**src/hw/rtl/mzr_pkg.sv**
```systemverilog
// ----------------------------------------------------------------------------
// mzr_pkg
// Shared types and constants of the move-to-front zero-run decoder.
// ----------------------------------------------------------------------------
package mzr_pkg;

    localparam int ALPHABET_SIZE  = 256;
    localparam int LIST_DEPTH     = 256;
    localparam int ADDR_BITS      = 8;
    localparam int BYTE_BITS      = 8;
    localparam int LEN_BITS       = 9;
    localparam int CODE_BITS      = 9;
    localparam int RUN_COUNT_BITS = 20;
    localparam int WEIGHT_BITS    = RUN_COUNT_BITS + 1;
    localparam int SUM_BITS       = RUN_COUNT_BITS + 2;
    localparam int REPEAT_BITS    = 20;
    localparam int MAP_WORDS      = 4;
    localparam int MAP_BITS       = 64;
    localparam int MAP_SEL_BITS   = 2;
    localparam int MAP_BIT_BITS   = 6;

    localparam logic [RUN_COUNT_BITS-1:0] COUNT_MAX = '1;

    // request codes
    localparam logic [1:0] REQ_START  = 2'd0;
    localparam logic [1:0] REQ_SYMBOL = 2'd1;
    localparam logic [1:0] REQ_END    = 2'd2;

    // status codes
    localparam logic STATUS_OK    = 1'b0;
    localparam logic STATUS_RANGE = 1'b1;

    typedef struct packed {
        logic [1:0]           req_type;
        logic [CODE_BITS-1:0] code;
    } in_item_t;

    typedef struct packed {
        logic [BYTE_BITS-1:0]   out_byte;
        logic [REPEAT_BITS-1:0] repeat_res;
        logic                   status;
        logic                   last;
    } out_item_t;

    typedef struct packed {
        logic                 en;
        logic [ADDR_BITS-1:0] addr;
        logic [BYTE_BITS-1:0] data;
    } mem_wr_t;

    typedef struct packed {
        logic                 en;
        logic [ADDR_BITS-1:0] addr;
    } mem_rd_t;

    typedef enum logic [3:0] {
        ST_IDLE,
        ST_BUILD_USED,
        ST_BUILD_FREE,
        ST_RUN_OUT,
        ST_LIT_START,
        ST_LIT_GRAB,
        ST_SHIFT,
        ST_FRONT,
        ST_LIT_OUT,
        ST_ERR_OUT
    } state_t;

endpackage

```
**src/hw/rtl/mzr_list_store.sv**
```systemverilog
// ----------------------------------------------------------------------------
// mzr_list_store
// Move-to-front list memory: one write and one registered read per cycle,
// per-entry valid bits so unwritten entries read as their own index, and a
// copy of the front entry.
// ----------------------------------------------------------------------------
module mzr_list_store (
    input  logic                           clk,
    input  logic                           rst_n,
    input  mzr_pkg::mem_wr_t               wr,
    input  mzr_pkg::mem_rd_t               rd,
    output logic [mzr_pkg::BYTE_BITS-1:0]  rd_data,
    output logic [mzr_pkg::BYTE_BITS-1:0]  front
);
    import mzr_pkg::*;

    logic [BYTE_BITS-1:0]  list_mem [LIST_DEPTH];
    logic [LIST_DEPTH-1:0] valid_reg;
    logic [BYTE_BITS-1:0]  rd_raw_reg;
    logic [ADDR_BITS-1:0]  rd_addr_reg;
    logic                  rd_valid_reg;
    logic [BYTE_BITS-1:0]  front_reg;

    always_ff @(posedge clk)
    begin
        if (wr.en)
        begin
            list_mem[wr.addr] <= wr.data;
        end
        if (rd.en)
        begin
            rd_raw_reg <= list_mem[rd.addr];
        end
    end

    always_ff @(posedge clk or negedge rst_n)
    begin
        if (!rst_n)
        begin
            valid_reg    <= '0;
            rd_addr_reg  <= '0;
            rd_valid_reg <= 1'b0;
            front_reg    <= '0;
        end
        else
        begin
            if (wr.en)
            begin
                valid_reg[wr.addr] <= 1'b1;
            end
            if (rd.en)
            begin
                rd_addr_reg  <= rd.addr;
                rd_valid_reg <= valid_reg[rd.addr];
            end
            if (wr.en && (wr.addr == '0))
            begin
                front_reg <= wr.data;
            end
        end
    end

    // never-written entries still hold the ascending order of reset
    assign rd_data = rd_valid_reg ? rd_raw_reg : BYTE_BITS'(rd_addr_reg);
    assign front   = front_reg;

endmodule

```
**src/hw/rtl/mtf_zero_run_decoder.sv**
```systemverilog
// ----------------------------------------------------------------------------
// mtf_zero_run_decoder
// Move-to-front decoder with bijective zero-run digits, list held in a
// synchronous memory.
// ----------------------------------------------------------------------------
//  channel  | direction | handshake                 | payload
//  in       | input     | in_valid / in_ready       | in_item  (req_type, code)
//  out      | output    | out_valid / out_ready     | out_item (byte, repeat, status, last)
//  cfg      | input     | cfg_we (no back-pressure) | cfg_index, cfg_data
//
// run digits, unknown requests and end items with no pending run emit no out item
// start items rebuild the list: two passes over the 256 byte values, at most one list
// write per cycle, set by the single memory write port
// a literal at position p shifts one entry per cycle, then writes the front; a
// position past the list gives a range error item; a pending run is emitted first,
// also before an end item; out_ready low stalls only the emitting states
// reset needs no clearing pass: unwritten list entries read as their index
// ----------------------------------------------------------------------------
module mtf_zero_run_decoder (
    input  logic                                  clk,
    input  logic                                  rst_n,
    input  logic                                  in_valid,
    output logic                                  in_ready,
    input  mzr_pkg::in_item_t                     in_item,
    output logic                                  out_valid,
    input  logic                                  out_ready,
    output mzr_pkg::out_item_t                    out_item,
    input  logic                                  cfg_we,
    input  logic [mzr_pkg::MAP_SEL_BITS-1:0]      cfg_index,
    input  logic [mzr_pkg::MAP_BITS-1:0]          cfg_data
);
    import mzr_pkg::*;

    state_t                    state_reg, state_next;
    logic [MAP_BITS-1:0]       usage_reg [MAP_WORDS];
    logic [LEN_BITS-1:0]       list_len_reg, list_len_next;
    logic [RUN_COUNT_BITS-1:0] run_count_reg, run_count_next;
    logic [WEIGHT_BITS-1:0]    run_weight_reg, run_weight_next;
    logic [ADDR_BITS-1:0]      pos_reg, pos_next;
    logic                      err_reg, err_next;
    logic                      lit_pending_reg, lit_pending_next;
    logic [ADDR_BITS-1:0]      scan_reg, scan_next;
    logic [LEN_BITS-1:0]       fill_reg, fill_next;
    logic [BYTE_BITS-1:0]      byte_reg, byte_next;
    logic                      out_valid_reg, out_valid_next;
    out_item_t                 out_item_reg, out_item_next;

    mem_wr_t                   mem_wr;
    mem_rd_t                   mem_rd;
    logic [BYTE_BITS-1:0]      mem_rd_data;
    logic [BYTE_BITS-1:0]      front_byte;

    logic                      slot_free;
    logic                      out_load;
    logic                      scan_used;
    logic [SUM_BITS-1:0]       weight_shift;
    logic [SUM_BITS-1:0]       run_sum;
    logic [LEN_BITS-1:0]       pos_full;

    mzr_list_store u_store (
        .clk     (clk),
        .rst_n   (rst_n),
        .wr      (mem_wr),
        .rd      (mem_rd),
        .rd_data (mem_rd_data),
        .front   (front_byte)
    );

    always_ff @(posedge clk or negedge rst_n)
    begin
        if (!rst_n)
        begin
            for (int i = 0; i < MAP_WORDS; i++)
            begin
                usage_reg[i] <= '0;
            end
        end
        else if (cfg_we)
        begin
            usage_reg[cfg_index] <= cfg_data;
        end
    end

    always_ff @(posedge clk or negedge rst_n)
    begin
        if (!rst_n)
        begin
            state_reg       <= ST_IDLE;
            list_len_reg    <= '0;
            run_count_reg   <= '0;
            run_weight_reg  <= WEIGHT_BITS'(1);
            lit_pending_reg <= 1'b0;
            out_valid_reg   <= 1'b0;
        end
        else
        begin
            state_reg       <= state_next;
            list_len_reg    <= list_len_next;
            run_count_reg   <= run_count_next;
            run_weight_reg  <= run_weight_next;
            lit_pending_reg <= lit_pending_next;
            out_valid_reg   <= out_valid_next;
        end
    end

    always_ff @(posedge clk)
    begin
        pos_reg      <= pos_next;
        err_reg      <= err_next;
        scan_reg     <= scan_next;
        fill_reg     <= fill_next;
        byte_reg     <= byte_next;
        out_item_reg <= out_item_next;
    end

    assign slot_free = !out_valid_reg || out_ready;
    assign scan_used = usage_reg[scan_reg[ADDR_BITS-1 -: MAP_SEL_BITS]]
                                [scan_reg[MAP_BIT_BITS-1:0]]
                       && ({1'b0, scan_reg} < LEN_BITS'(ALPHABET_SIZE));
    assign weight_shift = SUM_BITS'(run_weight_reg) << in_item.code[0];
    assign run_sum      = SUM_BITS'(run_count_reg) + weight_shift;
    assign pos_full     = in_item.code - LEN_BITS'(1);

    always_comb
    begin
        state_next       = state_reg;
        list_len_next    = list_len_reg;
        run_count_next   = run_count_reg;
        run_weight_next  = run_weight_reg;
        pos_next         = pos_reg;
        err_next         = err_reg;
        lit_pending_next = lit_pending_reg;
        scan_next        = scan_reg;
        fill_next        = fill_reg;
        byte_next        = byte_reg;
        out_load         = 1'b0;
        out_item_next    = out_item_reg;
        mem_wr           = '0;
        mem_rd           = '0;
        in_ready         = (state_reg == ST_IDLE);

        unique case (state_reg)
            ST_IDLE:
            begin
                if (in_valid)
                begin
                    unique case (in_item.req_type)
                        REQ_START:
                        begin
                            scan_next       = '0;
                            fill_next       = '0;
                            run_count_next  = '0;
                            run_weight_next = WEIGHT_BITS'(1);
                            state_next      = ST_BUILD_USED;
                        end
                        REQ_SYMBOL:
                        begin
                            if (in_item.code < CODE_BITS'(2))
                            begin
                                run_count_next = (run_sum > SUM_BITS'(COUNT_MAX))
                                                 ? COUNT_MAX
                                                 : run_sum[RUN_COUNT_BITS-1:0];
                                // weight stops at 2^RUN_COUNT_BITS
                                if (!run_weight_reg[WEIGHT_BITS-1])
                                begin
                                    run_weight_next = run_weight_reg << 1;
                                end
                            end
                            else
                            begin
                                pos_next         = pos_full[ADDR_BITS-1:0];
                                err_next         = (pos_full >= list_len_reg);
                                run_weight_next  = WEIGHT_BITS'(1);
                                lit_pending_next = 1'b1;
                                state_next       = (run_count_reg != '0)
                                                   ? ST_RUN_OUT : ST_LIT_START;
                            end
                        end
                        REQ_END:
                        begin
                            run_weight_next  = WEIGHT_BITS'(1);
                            lit_pending_next = 1'b0;
                            if (run_count_reg != '0)
                            begin
                                state_next = ST_RUN_OUT;
                            end
                        end
                        default:
                        begin
                            state_next = ST_IDLE;
                        end
                    endcase
                end
            end

            // first pass: used values in ascending order
            ST_BUILD_USED:
            begin
                if (scan_used)
                begin
                    mem_wr    = '{en: 1'b1, addr: fill_reg[ADDR_BITS-1:0], data: scan_reg};
                    fill_next = fill_reg + LEN_BITS'(1);
                end
                scan_next = scan_reg + ADDR_BITS'(1);
                if (scan_reg == '1)
                begin
                    list_len_next = fill_reg + LEN_BITS'(scan_used);
                    state_next    = ST_BUILD_FREE;
                end
            end

            // second pass: the unused values fill the rest
            ST_BUILD_FREE:
            begin
                if (!scan_used)
                begin
                    mem_wr    = '{en: 1'b1, addr: fill_reg[ADDR_BITS-1:0], data: scan_reg};
                    fill_next = fill_reg + LEN_BITS'(1);
                end
                scan_next = scan_reg + ADDR_BITS'(1);
                if (scan_reg == '1)
                begin
                    state_next = ST_IDLE;
                end
            end

            ST_RUN_OUT:
            begin
                if (slot_free)
                begin
                    out_load       = 1'b1;
                    out_item_next  = '{out_byte:   front_byte,
                                       repeat_res: REPEAT_BITS'(run_count_reg),
                                       status:     STATUS_OK,
                                       last:       !lit_pending_reg};
                    run_count_next = '0;
                    state_next     = lit_pending_reg ? ST_LIT_START : ST_IDLE;
                end
            end

            ST_LIT_START:
            begin
                if (err_reg)
                begin
                    state_next = ST_ERR_OUT;
                end
                else
                begin
                    mem_rd     = '{en: 1'b1, addr: pos_reg};
                    state_next = ST_LIT_GRAB;
                end
            end

            ST_LIT_GRAB:
            begin
                byte_next = mem_rd_data;
                if (pos_reg == '0)
                begin
                    state_next = ST_LIT_OUT;
                end
                else
                begin
                    mem_rd     = '{en: 1'b1, addr: pos_reg - ADDR_BITS'(1)};
                    state_next = ST_SHIFT;
                end
            end

            // entry pos-1 lands in pos while pos-2 is being read
            ST_SHIFT:
            begin
                mem_wr   = '{en: 1'b1, addr: pos_reg, data: mem_rd_data};
                pos_next = pos_reg - ADDR_BITS'(1);
                if (pos_reg == ADDR_BITS'(1))
                begin
                    state_next = ST_FRONT;
                end
                else
                begin
                    mem_rd = '{en: 1'b1, addr: pos_reg - ADDR_BITS'(2)};
                end
            end

            ST_FRONT:
            begin
                mem_wr     = '{en: 1'b1, addr: '0, data: byte_reg};
                state_next = ST_LIT_OUT;
            end

            ST_LIT_OUT:
            begin
                if (slot_free)
                begin
                    out_load      = 1'b1;
                    out_item_next = '{out_byte:   byte_reg,
                                      repeat_res: REPEAT_BITS'(1),
                                      status:     STATUS_OK,
                                      last:       1'b1};
                    state_next    = ST_IDLE;
                end
            end

            ST_ERR_OUT:
            begin
                if (slot_free)
                begin
                    out_load      = 1'b1;
                    out_item_next = '{out_byte:   '0,
                                      repeat_res: '0,
                                      status:     STATUS_RANGE,
                                      last:       1'b1};
                    state_next    = ST_IDLE;
                end
            end

            default:
            begin
                state_next = ST_IDLE;
            end
        endcase

        out_valid_next = out_load || (out_valid_reg && !out_ready);
    end

    assign out_valid = out_valid_reg;
    assign out_item  = out_item_reg;

endmodule

```
**config.mk**
```make
export PLATFORM = sky130hd
export DESIGN_NAME = mtf_zero_run_decoder
export DESIGN_NICKNAME = d
export VERILOG_FILES = /design/src/hw/rtl/mzr_pkg.sv /design/src/hw/rtl/mzr_list_store.sv /design/src/hw/rtl/mtf_zero_run_decoder.sv
export SDC_FILE = /design/constraint.sdc
export NUM_CORES = 2
export LEC_CHECK = 0
export BUFFER_PORTS_ARGS = -buffer_cell sky130_fd_sc_hd__buf_2
export CAP_MARGIN = 5
export CORE_MARGIN = 5
export CORE_UTILIZATION = 29
export DETAILED_ROUTE_END_ITERATION = 10
export PLACE_DENSITY = 0.44
export SLEW_MARGIN = 20
export SYNTH_ARGS = -nofsm -noshare
export SYNTH_HDL_FRONTEND = slang
export SYNTH_HIERARCHICAL = 1
export SYNTH_SLANG_ARGS = --single-unit
```
**constraint.sdc**
```tcl
create_clock -name clk -period 14.05 [get_ports clk]
set_clock_uncertainty 0.15 [all_clocks]
set_input_delay 0.7025 -clock clk [delete_from_list [all_inputs] [get_ports clk]]
set_output_delay 0.7025 -clock clk [all_outputs]
set_load 0.01 [all_outputs]
```
# --- Word-level counts from Yosys, hierarchy flattened ---
# Memory sizes are Yosys's and may differ from the RTL's. A register that Yosys moved wholly into a read port is not among the register bits.
# Cells that the tools add are included.
totals:
  reg_bits: 649
  ram_bits: 2048
  in_bits: 82
  mem_count: 1
memory_table:
  columns: ["memory", "words", "word_bits", "read_ports", "rd_ports_with_merged_regs", "write_ports", "line_no", "source"]
  rows:
  - ["u_store.list_mem", 256, 8, 1, 1, 1, "mzr_list_store.sv:17", "logic [BYTE_BITS-1:0] list_mem [LIST_DEPTH];"]
classes:
  muxes: 65
  eq_ne: 32
  n_lt_le_gt_ge: 10
  n_addsub: 7
  bitwise_logic: 4
  n_reduce_logical: 36
  n_shift: 1
op_table:
  columns: ["op", "count"]
  rows:
  - ["bitwise mux 256 bit", 1]
  - ["OR 256 bit", 1]
  - ["two-way mux 64 bit", 3]
  - ["binary-select mux 64 bit (select 2 bit)", 1]
  - ["demux 64 bit (select 2 bit)", 1]
  - ["two-way mux 30 bit", 3]
  - ["case mux 30 bit (3 select lines)", 1]
  - ["two-way mux 20 bit", 4]
  - ["case mux 20 bit (2 select lines)", 2]
  - ["case mux 17 bit (4 select lines)", 1]
  - ["two-way mux 9 bit", 7]
  - ["case mux 9 bit (3 select lines)", 2]
  - ["two-way mux 8 bit", 6]
  - ["two-way mux 21 bit", 2]
  - ["case mux 21 bit (2 select lines)", 1]
  - ["two-way mux 4 bit", 10]
  - ["case mux 4 bit (9 select lines)", 1]
  - ["two-way mux 17 bit", 2]
  - ["case mux 8 bit (2 select lines)", 2]
  - ["adder 20 x 22 -> 22 bit", 1]
  - ["> comparator 22 x 20 -> 1 bit, second input constant", 1]
  - ["!= test 2 bit, second input constant", 11]
  - ["<< shifter 21 x 1 -> 22 bit", 1]
  - ["AND reduction 4 bit", 5]
  - ["48 further kinds", 85]

# --- Longest topological paths before layout ---
depth:
  word_depth: 13
  ltp_mapped: 22
  ltp_nobuf: 16

# --- Hierarchy ---
# The synthesis kept the hierarchy.
modules_own_cells:
  columns: ["mod", "area_per_inst_um2", "n_inst", "seq_area_each_um2", "cells_per_inst"]
  rows:
  - ["mzr_list_store", 89600.9, 1, 68570.8, 4281]
  - ["mtf_zero_run_decoder", 19019.5, 1, 9730.6, 1446]

# --- Worst setup path before layout ---
# OpenSTA, ideal clock, no wires.
synth_timing:
  kind: "register -> register"
  startpoint: "register scan_reg[6]"
  endpoint: "memory u_store.list_mem[0][0] (data pin)"
  t_arrival_ns: 5.517
  synth_period_minus_slack_ns: 6.466
  stages_incl_launch_ff: 14
  path_buffers: 4
  path_slack_ns: 7.584
  required_time_ns: 13.101
  cell_sequence: "edfxtp_1 -> buf_6 -> buf_6 -> buf_4 -> mux4_2 -> a22oi_1 -> a21oi_1 -> nor2_1 -> o311ai_1 -> a22oi_4 -> o31ai_4 -> mux2i_2 -> buf_6 -> a21o_1"
synth_rtl:
  columns: ["item", "line_no", "source"]
  rows:
  - ["start, declared", "mtf_zero_run_decoder.sv:42", "logic [ADDR_BITS-1:0] scan_reg, scan_next;"]
  - ["start signal, assigned", "mtf_zero_run_decoder.sv:110", "scan_reg <= scan_next;"]
  - ["end, declared", "mzr_list_store.sv:17", null]

==> qor.yml <==
grt_max_degree: 165
startpoint_type: "register"
rsz0062_at_grt: "false"
grt_pass1_wl_mm: 441
r2r_setup_slack_ns: 6.57
reg2regPathDepth: 16
synth_common_cells: "2120 x edfxtp_1, 617 x mux4_2, 584 x dfrtp_1, 344 x nor2_1, 299 x mux2_2"
drc: 0
status: "completed"
p_per_area_mw_per_mm2: 187
vias: 56000
postRouteAntennaNets: 0
synth_edf_count: 2120
maxSlewViolCount: 0
wl_per_cell_um: 27.1
synth_area_leader_cell: "edfxtp_1"
max_freq_mhz: 134
dpl_cell_area_sq_mm: 0.115
pre_cts_slack_ns: 6.57
synth_area_leaders: "edfxtp_1 59%, dfrtp_1 13%, mux4_2 13%, mux2_2 3.1%, or2_2 1.5%"
layout.nets: 6133
grt_use_total_pct: 15.4
start_util_pct: 29.1
clk_pin_slew_ns: 0.06
cts_resized: 0
hold_slack_ns: 0.112
multi_input_area_sq_mm: 0.0287
final_hold_viol_count: 0
whs_path_depth: 3
path_class: "reg -> reg"
finalSetupTns_ns: 0
setup_slack_ns: 6.57
yosysTopAreaCellShare_pct: 58.6
dr.first_iter.drc_count: 4569
io_pins: 114
crit_path_cell_trace: "buf_4 -> buf_4 -> mux4_1 -> mux2i_1 -> nor2_1 -> a21oi_1 -> o32ai_1 -> nor3b_1 -> o31ai_4 -> mux2i_2 -> buf_4 -> a22o_1 -> nor2b_1 -> nand4_1 -> buf_4 -> nor2_1"
syn_to_final_growth_pct: 16.0
synth_warnings: 6
cts_made_buffers: 306
use_met2_pct: 25.1
synth_nets: 5849
first_pass_iters: 5
grt_util_met3_pct: 1.91
arrival_ns: 7.83
cts_root_buf: "clkbuf_16"
period_share_pct: 53.3
drive_gt1_share_pct: 30.8
ys_types: 72
yosysMostFrequentCell: "edfxtp_1"
synth-main-ff-cell: "edfxtp_1"
ys_ff_latch: 2705
die_w_um: 622
critical_path_required_ns: 14.39
grt_pass1_vias: 58500
min-delay-start: "in_item[9]"
worstHoldEndpoint: "lit_pending_reg$_DFFE_PN0P_"
dieHeight_um: 622
synth.avg_cell_area_sq_um: 19.0
port_buffers: 113
slew-limit-headroom_pct: 13.7
die-area_sq_mm: 0.387
slowest_delay_ns: 0.75
dp_hpwl_mm: 189
maxCapViolCount: 0
endpoint_kind: "register"
grt_most_used_layer: "met2"
cts_tree: "yes"
largest_reg_flops: 2048
vdd_drop_max_v: 0.000264
seq_area_frac_synth_pct: 72.1
async_reset_ff_share_pct: 21.6
cts_buffer_depth: 4
cp_slowest_cell: "buf_4"
cpMostUsedCell: "buf_4"
synth_area_sq_mm: 0.109
htreeDepth: 5
place.gp.congestion: 0.779
min_period_ns: 7.49
worst_r2r_endpoint: "u_store/list_mem[119][3]$_DFFE_PP_"
routed_via_density: 4.98
clk_latency_ns: 0.89
worst_slew_pin_slew_ns: 1.29
r2r-start: "scan_reg[6]$_SDFFCE_PP0P_"
wirelength_mm: 305
cts.sinks: 2705
antenna_found_initial: 10
min_path_type: "in -> reg"
design_area_sq_mm: 0.126
setup_viol: 0
crit_fanout: 40
seq_area_sq_mm: 0.0783
overflow: 0
nFillCells: 35300
use_met1_pct: 21.6
rows: 224
p_leak_nw: 43.8
core_sq_mm: 0.373
syn_inst: 5727
==> worst max-delay path by stage <==
stage,from,endpoint,cells past startpoint
after floorplan,scan_reg[6]$_SDFFCE_PP0P_,u_store/list_mem[0][0]$_DFFE_PP_,13
after global placement,scan_reg[6]$_SDFFCE_PP0P_,u_store/list_mem[69][4]$_DFFE_PP_,17
after detailed placement,scan_reg[6]$_SDFFCE_PP0P_,u_store/list_mem[119][3]$_DFFE_PP_,15
after CTS,scan_reg[6]$_SDFFCE_PP0P_,u_store/list_mem[119][3]$_DFFE_PP_,16
after global routing,scan_reg[6]$_SDFFCE_PP0P_,u_store/list_mem[103][4]$_DFFE_PP_,16
final,scan_reg[6]$_SDFFCE_PP0P_,u_store/list_mem[119][3]$_DFFE_PP_,16
==> critical path: cells and delay by family, from the launching register on <==
family / cells / cell delay, ns
AO/OA/AOI/OAI: 4 / 0.96
buffers and inverters: 4 / 1.95
flip-flops: 1 / 0.36
multiplexers: 3 / 1.02
AND/OR/NAND/NOR: 5 / 2.53
==> area by class of cell <==
type / instances / area share (%)
Tap cell: 4972 / 4.94
Inverter: 46 / 0.143
Timing Repair Buffer: 322 / 1.95
Antenna cell: 9 / 0.0179
Clock inverter: 143 / 1.24
Clock buffer: 421 / 6.81
Sequential cell: 2705 / 62.2
Multi-Input combinational cell: 2630 / 22.8
==> cells by family after synthesis <==
logic type | Yosys count | synth area share (%)
flops | 2705 | 72.1
mux | 969 | 16.7
fa+ha+maj | 40 | 0.468
buf+inv | 392 | 1.75
simple gates | 947 | 4.26
xor+xnor | 45 | 0.363
compound gates | 629 | 4.42
==> placed cells by master (no fill, tap or decap), types with 33 or more instances in the layout <==
cell type,synthesis,layout
edfxtp_1,2120,2120
mux4_2,617,617
a21oi_1,73,70
dfrtp_1,584,584
clkbuf_16,0,312
buf_4,24,132
ha_1,39,39
inv_1,45,44
clkbuf_8,0,36
o221ai_1,42,40
clkinv_2,0,53
dlygate4sd3_1,0,66
a22o_1,109,109
nand2_1,157,156
a22oi_1,203,203
clkinv_1,1,37
o21ai_0,34,33
nor2_1,344,338
nand3_1,51,47
buf_2,51,112
mux2_2,299,299
mux2i_1,34,33
or2_2,259,259
clkbuf_1,207,73
a221oi_1,66,66
==> repair_timing <==
item	CTS	global route
hold buffers	66	0
endpoints found under the hold margin	361	0
buffers inserted	0	0
==> power breakdown <==
part           total [mW]  internal (mW)  switching [mW]
combinational        5.25           1.63            3.63
clock                8.02           4.71            3.31
sequential           10.3           10.1           0.263
total                23.6           16.4            7.20
==> metrics by stage <==
step	total power, mW	util, %	std cells
floorplan	13.6	-	5727
global placement	15.8	30.9	10600
detailed placement	15.9	30.9	10600
CTS	24.0	33.8	11200
global route	24.5	33.8	11200
finish	23.6	33.8	11200
==> routing by layer <==
| layer | vias to the layer above | wire [um] |
|---|---|---|
| li1 | 23700 | - |
| met1 | 30600 | 137000 |
| met2 | 1357 | 147000 |
| met3 | 401 | 12600 |
| met4 | 2 | 8540 |
| met5 | - | 13 |
No activity file was read; power rests on OpenSTA's default activity.
